### src/hdl/nmea_chk_pkg.sv
// ----------------------------------------------------------------------------
// nmea checksum checker package
// characters, verdict codes, result type and hex digit helper
// ----------------------------------------------------------------------------
package nmea_chk_pkg;

  localparam int unsigned LimitW = 7;

  localparam logic [7:0] CHAR_START   = 8'h24;
  localparam logic [7:0] CHAR_STAR    = 8'h2A;
  localparam logic [7:0] CHAR_NEWLINE = 8'h0A;

  localparam logic [LimitW-1:0] LIMIT_RESET = 7'd75;
  localparam logic [LimitW-1:0] POS_MAX     = 7'd127;

  localparam logic [2:0] V_OK       = 3'd0;
  localparam logic [2:0] V_NOSTART  = 3'd1;
  localparam logic [2:0] V_TOOLONG  = 3'd2;
  localparam logic [2:0] V_NOSEP    = 3'd3;
  localparam logic [2:0] V_MISMATCH = 3'd4;

  typedef struct packed {
    logic       line_ok;
    logic [2:0] verdict;
    logic [7:0] sum;
  } res_t;

  // uppercase ascii hex digit of a nibble
  function automatic logic [7:0] hex_upper(input logic [3:0] nib);
    logic [7:0] r;
    if (nib < 4'd10) begin
      r = 8'h30 + {4'h0, nib};
    end else begin
      r = 8'h37 + {4'h0, nib};
    end
    return r;
  endfunction

endpackage

### src/hdl/nmea_chk_scan.sv
// ----------------------------------------------------------------------------
// nmea checksum line scanner
// per-line state machine, running xor and verdict for one byte per cycle while step_i is high
// ----------------------------------------------------------------------------
module nmea_chk_scan (
  input  logic                             clk_i,
  input  logic                             rst_ni,
  input  logic                             step_i,
  input  logic [7:0]                       byte_i,
  input  logic [nmea_chk_pkg::LimitW-1:0]  star_limit_i,
  output nmea_chk_pkg::res_t               res_o
);

  localparam logic [2:0] PH_START = 3'd0;
  localparam logic [2:0] PH_SCAN  = 3'd1;
  localparam logic [2:0] PH_DIG1  = 3'd2;
  localparam logic [2:0] PH_DIG2  = 3'd3;
  localparam logic [2:0] PH_DONE  = 3'd4;

  logic [2:0]                      phase_q, phase_d;
  logic [nmea_chk_pkg::LimitW-1:0] pos_q, pos_d;
  logic [7:0]                      xor_q, xor_d;
  logic                            hi_q, hi_d;
  logic [2:0]                      verdict_q, verdict_d;
  logic [2:0]                      end_verdict;

  // verdict if this byte ends the line
  always_comb begin
    case (phase_q)
      PH_START: end_verdict = nmea_chk_pkg::V_NOSTART;
      PH_SCAN: begin
        end_verdict = (pos_q >= star_limit_i) ? nmea_chk_pkg::V_TOOLONG
                                              : nmea_chk_pkg::V_NOSEP;
      end
      PH_DIG1, PH_DIG2: end_verdict = nmea_chk_pkg::V_MISMATCH;
      default: end_verdict = verdict_q;
    endcase
  end

  assign res_o.line_ok = (end_verdict == nmea_chk_pkg::V_OK);
  assign res_o.verdict = end_verdict;
  assign res_o.sum     = xor_q;

  always_comb begin
    phase_d   = phase_q;
    pos_d     = pos_q;
    xor_d     = xor_q;
    hi_d      = hi_q;
    verdict_d = verdict_q;
    if (byte_i == nmea_chk_pkg::CHAR_NEWLINE) begin
      phase_d   = PH_START;
      pos_d     = '0;
      xor_d     = '0;
      hi_d      = 1'b0;
      verdict_d = nmea_chk_pkg::V_OK;
    end else begin
      case (phase_q)
        PH_START: begin
          if (byte_i == nmea_chk_pkg::CHAR_START) begin
            phase_d = PH_SCAN;
            pos_d   = {{(nmea_chk_pkg::LimitW-1){1'b0}}, 1'b1};
          end else begin
            phase_d   = PH_DONE;
            verdict_d = nmea_chk_pkg::V_NOSTART;
          end
        end
        PH_SCAN: begin
          if (pos_q >= star_limit_i) begin
            phase_d   = PH_DONE;
            verdict_d = nmea_chk_pkg::V_TOOLONG;
          end else if (byte_i == 8'h00) begin
            phase_d   = PH_DONE;
            verdict_d = nmea_chk_pkg::V_NOSEP;
          end else if (byte_i == nmea_chk_pkg::CHAR_STAR) begin
            phase_d = PH_DIG1;
          end else begin
            xor_d = xor_q ^ byte_i;
            if (pos_q != nmea_chk_pkg::POS_MAX) begin
              pos_d = pos_q + {{(nmea_chk_pkg::LimitW-1){1'b0}}, 1'b1};
            end
          end
        end
        PH_DIG1: begin
          hi_d    = (byte_i == nmea_chk_pkg::hex_upper(xor_q[7:4]));
          phase_d = PH_DIG2;
        end
        PH_DIG2: begin
          phase_d = PH_DONE;
          if (hi_q && (byte_i == nmea_chk_pkg::hex_upper(xor_q[3:0]))) begin
            verdict_d = nmea_chk_pkg::V_OK;
          end else begin
            verdict_d = nmea_chk_pkg::V_MISMATCH;
          end
        end
        default: ;
      endcase
    end
  end

  always_ff @(posedge clk_i or negedge rst_ni) begin
    if (!rst_ni) begin
      phase_q   <= PH_START;
      pos_q     <= '0;
      xor_q     <= '0;
      hi_q      <= 1'b0;
      verdict_q <= nmea_chk_pkg::V_OK;
    end else if (step_i) begin
      phase_q   <= phase_d;
      pos_q     <= pos_d;
      xor_q     <= xor_d;
      hi_q      <= hi_d;
      verdict_q <= verdict_d;
    end
  end

endmodule

### config.mk
export PLATFORM = sky130hd
export DESIGN_NAME = nmea_chk_scan
export DESIGN_NICKNAME = d
export VERILOG_FILES = /design/src/hdl/nmea_chk_pkg.sv /design/src/hdl/nmea_chk_scan.sv
export SDC_FILE = /design/constraint.sdc
export NUM_CORES = 1
export LEC_CHECK = 0
export ABC_AREA = 1
export BUFFER_PORTS_ARGS = -buffer_cell sky130_fd_sc_hd__buf_2
export CAP_MARGIN = 0
export CORE_ASPECT_RATIO = 0.5
export CORE_UTILIZATION = 58
export DETAILED_ROUTE_END_ITERATION = 12
export PLACE_DENSITY = 0.93
export SLEW_MARGIN = 20
export SYNTH_ARGS = -nofsm -noshare
export SYNTH_HDL_FRONTEND = slang
export SYNTH_SLANG_ARGS = --single-unit
### constraint.sdc
create_clock -name clk_i -period 2.5 [get_ports clk_i]
set_input_delay 0.75 -clock clk_i [delete_from_list [all_inputs] [get_ports clk_i]]
set_output_delay 0.75 -clock clk_i [all_outputs]
set_load 0.1 [all_outputs]
==> impl_metrics.csv, run 1 <==
group,metric,value,unit
global_routing,grt_pass1_wl,9160,µm
floorplan,fp-row-count,15,
job,drv_cap,0,
logic_synthesis,ys_warn_count,0,
worst_setup_path,critPathMostFrequentCell,"nand2_4",
status,violations,"setup timing",
timing,finalCriticalPeriod,2690,ps
final_layout,antenna_cells,0,
floorplan,die-area,3900,µm²
timing,skew,3.19,ps
clocking,clock-root-buffer,"clkbuf_8",
worst_setup_path,cpPeakStageDelay,230,ps
worst_setup_path,crit_fanout,2,
final_layout,final_area,2690,µm²
worst_setup_path,end_kind,"primary output",
final_layout,fillers,253,
logic_synthesis,synth_seq_cells,22,
clocking,h-tree-depth,1,
logic_synthesis,yosysSeqAreaShare,0.261,
power,cellLeakagePower,1.39,nW
final_layout,multi_input_area,1490,µm²
worst_setup_path,cp_top_family,"compound AO/OA/AOI/OAI gates",
route,postRouteAntennaNets,0,
worst_setup_path,cp_data_required_time,1750,ps
timing,worst_slack,-192,ps
global_routing,grt_usage,0.309,
worst_setup_path,crit_arrival,1940,ps
timing,relSlewSlack,0.623,
final_layout,final_common_cell,"nand2_1",
route,drtIter0Drc,207,
global_routing,grtUsageMet1,0.375,
timing,slew_violations,0,
timing,max_freq,371,MHz
logic_synthesis,syn_nets,355,
route,viasPerCell,5.63,
final_layout,final_cell_mix,"nand2_1, inv_1, nor2_1",
clocking,clk_pin_slew,90,ps
power,finalPower,2.35,mW
global_routing,overflow,0,
timing,setup_violations,2,
final_layout,synthToLayoutAreaGrowth,27.4,%
clocking,cts_buffers,3,
logic_synthesis,syn_area_per_cell,6.46,µm²
clocking,clock_sinks,22,
place,io_buffers,29,
power,ir_drop,0.666,mV
route,drc,0,
timing,tightest_slew,562,ps
place,dp_hpwl,3980,µm
route,wl,5760,µm
final_layout,drive_above_1_share,0.291,
worst_setup_path,crit_type,"in2out",
final_layout,finalNetCount,393,
logic_synthesis,synth_cells,327,
clocking,insertion_delay,270,ps
worst_setup_path,crit_chain,"buf_8, inv_8, ha_4, a21oi_2, nand2_2, nand2_4, nand2_4, o21ai_4, nor3_4, buf_12",
clocking,cts_tree,"yes",
floorplan,fp.dieW,87.4,µm
floorplan,io_pins,30,
logic_synthesis,synth_area,2110,µm²
global_routing,grt_pass1_vias,2121,
global_routing,antenna_found_initial,0,
route,drt_first_pass_iters,5,
clocking,postCtsHoldBufs,0,
timing,min_period_over_period,1.08,
hold_path,hp-class,"in2async",
global_routing,grt_max_degree,23,
global_routing,busiest_layer,"met2",
place,gp_congestion,0.885,
place,postPlaceCellArea,2450,µm²
worst_setup_path,slowest_stage,"ha_4",
timing,tns,-357,ps
worst_setup_path,startpoint_type,"input port",
global_routing,use_met2,0.559,
power,power_density,874,nW/µm²
global_routing,use_met3,0.0616,
timing,grt_setup_unrepaired,"true",
floorplan,start_util,0.612,
floorplan,core_area,3450,µm²
floorplan,fp.dieH,44.7,µm
final_layout,final-seq-area,551,µm²
status,status,"finished, violations left",
route,wl_per_cell,13.9,µm
worst_setup_path,crit_buf_inv,3,
timing,finalHoldViolCount,0,
route,vias,2337,
logic_synthesis,yosysUniqueCellTypes,34,
clocking,cts_buffer_depth,2,
## cell type report
type / instances / area share
Multi-Input combinational cell: 247 / 0.553
Inverter: 54 / 0.0836
Clock buffer: 3 / 0.0153
Clock inverter: 1 / 0.0112
Tap cell: 51 / 0.0237
Sequential cell: 22 / 0.204
Timing Repair Buffer: 37 / 0.109
## cells in the mapped netlist
cell type | count | area (µm²)
o211ai_4 | 1 | 21.3
xor2_1 | 2 | 17.5
nand3_1 | 24 | 120
buf_6 | 2 | 22.5
inv_2 | 1 | 3.75
xnor2_1 | 3 | 26.3
a21o_1 | 1 | 7.51
and2_1 | 1 | 6.26
ha_1 | 10 | 125
nand4_1 | 4 | 25.0
dfrtp_1 | 22 | 551
nor2_8 | 1 | 20.0
o21ai_0 | 19 | 95.1
buf_2 | 1 | 5.00
a21oi_1 | 10 | 50.1
nand2_1 | 90 | 338
nor2_2 | 3 | 18.8
a211oi_1 | 2 | 15.0
nor2_4 | 3 | 33.8
inv_4 | 1 | 6.26
o21ai_2 | 6 | 52.6
nand2_2 | 13 | 81.3
nand3_2 | 2 | 20.0
inv_1 | 52 | 195
buf_4 | 1 | 7.51
nor2_1 | 36 | 135
or2_2 | 2 | 12.5
nand3b_2 | 1 | 11.3
nor4_1 | 3 | 18.8
o21ai_1 | 3 | 15.0
nand3_4 | 1 | 17.5
nand2_4 | 1 | 11.3
nor3_1 | 4 | 20.0
nand3b_1 | 1 | 7.51
## metrics by stage
step           worst slack, ps  cells  hold WS (ps)  utilization
2_1_floorplan             -639    327           454            -
3_3_place_gp              -229    406           476        0.710
3_5_place_dp              -274    406           486        0.710
4_1_cts                   -197    413           463        0.762
5_1_grt                   -246    415           467        0.780
6_report                  -192    415           438        0.780
## timing repair
| item | 4_1_cts | 5_1_grt |
|---|---|---|
| setup endpoints to repair | 3 | 2 |
| pin swaps | 9 | 7 |
| buffers inserted | 3 | 2 |
| hold endpoints to repair | 0 | 0 |
| gates resized for setup | 18 | 13 |
## flip-flops by register name, indices dropped and copies added, names as in the netlist
register   flops
xor_q          8
hi_q           1
verdict_q      3
phase_q        3
pos_q          7
## cell families (layout without fill, tap and decap cells)
kind of cell / Yosys count / in the layout / share of synthesized area
buffers and inverters: 58 / 95 / 0.114
and+or+nand+nor: 190 / 190 / 0.425
xor gates and xnor gates: 5 / 5 / 0.0207
DFF: 22 / 22 / 0.261
adders and majority gates: 10 / 10 / 0.0592
AOI/OAI and AO/OA: 42 / 42 / 0.121
## per-layer routing
| layer | part of all wire | vias up | wire (µm) |
|---|---|---|---|
| li1 | - | 1110 | - |
| met1 | 0.41 | 1097 | 2330 |
| met2 | 0.51 | 112 | 2920 |
| met3 | 0.070 | 18 | 401 |
| met4 | 0.018 | 0 | 104 |
| met5 | 0 | - | 0 |
## power breakdown
group / total, mW / leakage (nW) / internal [mW] / switching (mW)
Clock: 0.346 / 0.0357 / 0.214 / 0.131
Combinational: 1.44 / 1.06 / 0.405 / 1.04
Sequential: 0.567 / 0.295 / 0.442 / 0.125
## worst paths after layout
path,from,end,slack [ps],cells past startpoint
max in group asynchronous,rst_ni,phase_q[0],1700,1
min reg2reg,verdict_q[2],verdict_q[2],510,2
min in group clk_i,verdict_q[2],verdict_q[2],510,2
max,star_limit_i[2],res_o[11],-190,10
min,rst_ni,verdict_q[0],440,1
max reg2reg,pos_q[2],phase_q[2],460,10
No activity file was read; power rests on OpenSTA's default activity.
==> inputs of run 2 (changes only) <==
--- a/config.mk
+++ b/config.mk
@@ -11,7 +11,7 @@
 export CORE_ASPECT_RATIO = 0.5
 export CORE_UTILIZATION = 58
 export DETAILED_ROUTE_END_ITERATION = 12
-export PLACE_DENSITY = 0.93
+export PLACE_DENSITY_LB_ADDON = 0.08
 export SLEW_MARGIN = 20
 export SYNTH_ARGS = -nofsm -noshare
 export SYNTH_HDL_FRONTEND = slang
==> run 2 against run 1 <==
The run still ends with setup timing left; setup slack better by 15 ps; final cell count shrank 0.24%; combinational power is 3% lower; critical path depth is 2 higher; largest power group unchanged; highest routed layer unchanged.
==> impl_metrics.csv, run 2 (synthesized netlist as in run 1, its figures left out) <==
group,metric,value,unit
worst_setup_path,cp_top_family,"simple AND/OR/NAND/NOR gates",
worst_setup_path,slowest_stage,"ha_4",
place,io_buffers,29,
route,wl,5270,µm
route,drtIter0Drc,186,
worst_setup_path,crit_arrival,1930,ps
status,violations,"setup timing",
route,drt_first_pass_iters,5,
route,drc,0,
clocking,clock_sinks,22,
timing,min_period_over_period,1.07,
worst_setup_path,cp_data_required_time,1750,ps
timing,setup_violations,2,
clocking,insertion_delay,270,ps
worst_setup_path,crit_buf_inv,4,
final_layout,fillers,287,
power,power_density,874,nW/µm²
final_layout,largest_reg_flops,8,
final_layout,final_cell_mix,"nand2_1, inv_1, nor2_1",
clocking,h-tree-depth,1,
timing,tns,-331,ps
worst_setup_path,critPathMostFrequentCell,"nand2_2",
route,postRouteAntennaNets,0,
final_layout,reg_top3,"xor_q (8), pos_q (7)",
global_routing,grt_pass1_wl,8180,µm
worst_setup_path,crit_type,"in2out",
clocking,clock-root-buffer,"clkbuf_8",
job,drv_cap,0,
final_layout,antenna_cells,0,
clocking,cts_buffer_depth,2,
timing,skew,2.71,ps
status,status,"finished, violations left",
global_routing,grt_pass1_vias,1958,
final_layout,synthToLayoutAreaGrowth,25.9,%
final_layout,multi_input_area,1470,µm²
final_layout,finalNetCount,392,
route,vias,2214,
global_routing,overflow,0,
timing,timing.hold.ws,434,ps
floorplan,fp-row-count,15,
floorplan,core_area,3450,µm²
route,viasPerCell,5.35,
floorplan,fp.dieW,87.4,µm
place,dp_hpwl,3890,µm
clocking,cts_tree,"yes",
clocking,clk_pin_slew,90,ps
final_layout,final_common_cell,"nand2_1",
timing,max_freq,374,MHz
worst_setup_path,r2r_cells,16,
place,dp_slack,-268,ps
power,ir_drop,0.733,mV
worst_setup_path,cp_num_cells,12,
final_layout,largest-register,"xor_q",
worst_setup_path,crit_fanout,2,
timing,relSlewSlack,0.632,
final_layout,drive_above_1_share,0.287,
global_routing,grt_usage,0.273,
timing,slew_violations,0,
final_layout,final-seq-area,551,µm²
timing,finalCriticalPeriod,2680,ps
floorplan,start_util,0.612,
power,finalPower,2.32,mW
clocking,cts_buffers,3,
place,gp_congestion,0.925,
worst_setup_path,cpPeakStageDelay,260,ps
route,wl_per_cell,12.7,µm
timing,worst_slack,-177,ps
timing,grt_setup_unrepaired,"true",
worst_setup_path,startpoint_type,"input port",
global_routing,antenna_found_initial,0,
clocking,postCtsHoldBufs,0,
worst_setup_path,crit_chain,"buf_8, inv_8, ha_4, nand2_2, inv_2, nand2_2, nand2_2, nand2_2, nand2_4, o21ai_4, nor3_4, buf_12",
power,cellLeakagePower,1.37,nW
global_routing,grt_max_degree,23,
timing,finalHoldViolCount,0,
floorplan,io_pins,30,
timing,tightest_slew,550,ps
floorplan,fp.dieH,44.7,µm
floorplan,die-area,3900,µm²
hold_path,hp-class,"in2async",
worst_setup_path,end_kind,"primary output",
==> run 2: cell count changes in the layout (fill, tap and decap cells not counted), sizes merged <==
cell  delta
buf      -1
==> run 2: area by class of cell <==
cell class                 count  area share
clock inverter                 1      0.0113
inverter                      54      0.0818
clock buffer                   3      0.0155
sequential                    22       0.207
timing repair buffer          36       0.110
multi-input combinational    247       0.551
tap                           51      0.0240
==> run 2: stage by stage <==
step,cells,util,area [µm²]
5_1_grt,414,0.771,2660
6_report,414,0.771,2660
2_1_floorplan,327,-,2210
3_5_place_dp,407,0.716,2470
3_3_place_gp,407,0.716,2470
4_1_cts,413,0.760,2630
==> run 2: metal layers <==
layer,track usage,share of wire
met5,0,0
met4,0.0656,0.013
met3,0.0504,0.064
met2,0.497,0.50
met1,0.344,0.43
==> run 2: report_power, final <==
group	internal [mW]	switching [mW]	leakage (nW)	total, mW
combinational	0.394	1.00	1.04	1.40
sequential	0.441	0.135	0.295	0.576
clock	0.214	0.137	0.0357	0.352
total	1.05	1.27	1.37	2.32
==> run 2: worst paths after layout <==
kind                                  from      endpoint  slack [ps]
hold reg to reg               verdict_q[1]  verdict_q[1]         500
setup / recovery           star_limit_i[2]     res_o[11]        -180
hold / removal                      rst_ni      pos_q[5]         430
min in group clk_i            verdict_q[1]  verdict_q[1]         500
max in group asynchronous           rst_ni      xor_q[1]        1720
setup reg to reg                  pos_q[0]      pos_q[5]         390
==> run 2: worst reg2reg max path, delay by kind of cell (launching register included) <==
family	cells	cell delay, ps
fa+ha+maj	1	210
buf+inv	4	420
flops	1	440
simple gates	11	930
==> run 2: timing repair <==
action,4_1_cts,5_1_grt
buffers inserted,2,1
pin swaps,10,7
resized for setup,11,10
endpoints found under the setup margin,2,2
==> inputs of run 3 (changes only) <==
--- a/config.mk
+++ b/config.mk
@@ -12,6 +12,7 @@
 export CORE_UTILIZATION = 58
 export DETAILED_ROUTE_END_ITERATION = 12
 export PLACE_DENSITY_LB_ADDON = 0.08
+export SETUP_SLACK_MARGIN = 0.5
 export SLEW_MARGIN = 20
 export SYNTH_ARGS = -nofsm -noshare
 export SYNTH_HDL_FRONTEND = slang
==> run 3 against run 2 <==
The run still ends with setup timing left; combinational power up 15%; count of clock-buffer cells in the layout is the same; worst hold slack got worse by 1.7 ps; maximum frequency decreased by 2.1%; power rose by 9.4%; clock power increased by 1%; utilization rose by 6.2 points; global-route usage grew 4.1 points; final area is 8.1% higher; routed wire length grew 37%; sequential share of layout area shrank 1.4 points; clock skew is 11 ps higher; highest routed layer unchanged.
==> impl_metrics.csv, run 3 (synthesized netlist as in run 1, its figures left out) <==
group,metric,value,unit
global_routing,antenna_found_initial,0,
global_routing,grt_usage,0.314,
floorplan,fp.dieH,44.7,µm
timing,relSlewSlack,0.635,
place,gp_congestion,0.898,
global_routing,grt_max_degree,23,
worst_setup_path,cp_data_required_time,1750,ps
timing,finalCriticalPeriod,2730,ps
final_layout,largest_reg_flops,8,
clocking,cts_buffers,3,
final_layout,reg_top3,"xor_q (8), pos_q (7)",
final_layout,synthToLayoutAreaGrowth,36.1,%
timing,min_period_over_period,1.09,
floorplan,fp-row-count,15,
clocking,clock-root-buffer,"clkbuf_8",
status,violations,"setup timing",
route,drtIter0Drc,277,
worst_setup_path,cpPeakStageDelay,220,ps
worst_setup_path,rrSetupSlack,-170,ps
worst_setup_path,startpoint_type,"input port",
place,place_inst,408,
clocking,insertion_delay,280,ps
place,io_buffers,29,
final_layout,fin_cells,427,
clocking,clk_pin_slew,100,ps
final_layout,antenna_cells,0,
global_routing,grt_pass1_wl,9360,µm
clocking,cts_tree,"yes",
clocking,postCtsHoldBufs,0,
global_routing,grt_pass1_vias,2090,
worst_setup_path,crit_fanout,2,
floorplan,start_util,0.612,
worst_setup_path,crit_arrival,1980,ps
worst_setup_path,end_kind,"primary output",
status,status,"finished, violations left",
timing,grt_setup_unrepaired,"true",
timing,worst_slack,-234,ps
floorplan,fp.dieW,87.4,µm
route,vias,2501,
route,drc,0,
worst_setup_path,crit_type,"in2out",
floorplan,die-area,3900,µm²
place,dp_hpwl,3840,µm
timing,tightest_slew,547,ps
floorplan,io_pins,30,
timing,skew,13.7,ps
worst_setup_path,r2r-start,"pos_q[0]",
power,cellLeakagePower,1.46,nW
final_layout,final_common_cell,"nand2_1",
final_layout,finalNetCount,405,
power,power_density,884,nW/µm²
final_layout,drive_above_1_share,0.346,
timing,slew_violations,0,
job,drv_cap,0,
worst_setup_path,critPathLaunch,"star_limit_i[6]",
final_layout,final_cell_mix,"nand2_1, inv_1, nor2_1",
route,postRouteAntennaNets,0,
clocking,clock_sinks,22,
route,drt_first_pass_iters,6,
global_routing,overflow,0,
floorplan,core_area,3450,µm²
worst_setup_path,slowest_stage,"o21ai_4",
worst_setup_path,crit_chain,"buf_2, inv_2, ha_4, nand2_2, inv_2, a21oi_2, nand2_2, o21ai_4, nor3_4, buf_12",
final_layout,final_core_util,0.833,
route,wl_per_cell,16.9,µm
timing,max_freq,366,MHz
route,viasPerCell,5.86,
worst_setup_path,r2r-end,"phase_q[2]",
final_layout,largest-register,"xor_q",
timing,timing.hold.ws,432,ps
power,ir_drop,0.397,mV
worst_setup_path,r2r_cells,19,
clocking,cts_buffer_depth,2,
timing,tns,-1510,ps
timing,finalHoldViolCount,0,
hold_path,hp-class,"in2async",
clocking,h-tree-depth,1,
timing,setup_violations,8,
route,wl,7200,µm
## run 3: cell count changes in the layout (fill, tap and decap cells not counted), moves of 3 or more
cell | previous run | this run
buf_4 | 7 | 17
dfrtp_1 | 22 | 18
nand2_2 | 21 | 17
dfrtp_2 | 0 | 4
inv_1 | 44 | 41
## run 3: layout make-up
cell class	count	area, µm²
Sequential cell	22	556
Fill cell	228	577
Inverter	54	229
Clock buffer	3	41.3
Multi-Input combinational cell	248	1580
Clock inverter	1	30.0
Tap cell	51	63.8
Timing Repair Buffer	48	380
## run 3: repair_timing
| action | CTS | global route |
|---|---|---|
| setup endpoints to repair | 19 | 26 |
| pin swaps | 8 | 13 |
| gates resized for setup | 16 | 21 |
| buffers inserted | 8 | 6 |
| cloned | 0 | 1 |
## run 3: metal layers
layer | global-route usage | vias up | share of wire
met5 | 0 | - | 0
met4 | 0.108 | 0 | 0.051
met3 | 0.0541 | 52 | 0.10
met2 | 0.572 | 183 | 0.48
met1 | 0.384 | 1127 | 0.37
li1 | - | 1139 | -
## run 3: worst max path at each step
stage                 to  slack, ps  cells after the start
2_1_floorplan  res_o[11]       -640                     10
3_3_place_gp   res_o[11]       -230                     12
3_5_place_dp   res_o[11]       -280                     12
4_1_cts        res_o[11]       -270                     12
5_1_grt        res_o[11]       -310                     12
6_report       res_o[11]       -230                     10
## run 3: critical path: cells and delay by family
| kind | cells | cell delay [ps] |
|---|---|---|
| AOI/OAI and AO/OA | 2 | 390 |
| adders and majority gates | 1 | 200 |
| buffers and inverters | 4 | 380 |
| and+or+nand+nor | 3 | 260 |
## run 3: metrics by stage
stage	setup WS [ps]	power [mW]	cell area (µm²)
2_1_floorplan	-639	1.67	2240
3_3_place_gp	-227	1.93	2510
3_5_place_dp	-275	1.96	2510
4_1_cts	-271	2.39	2720
5_1_grt	-309	2.67	2880
6_report	-234	2.54	2880
## run 3: report_power, final
| part | switching [mW] | total, mW | internal, mW |
|---|---|---|---|
| registers | 0.129 | 0.575 | 0.446 |
| clock network | 0.142 | 0.356 | 0.215 |
| logic | 1.13 | 1.61 | 0.485 |
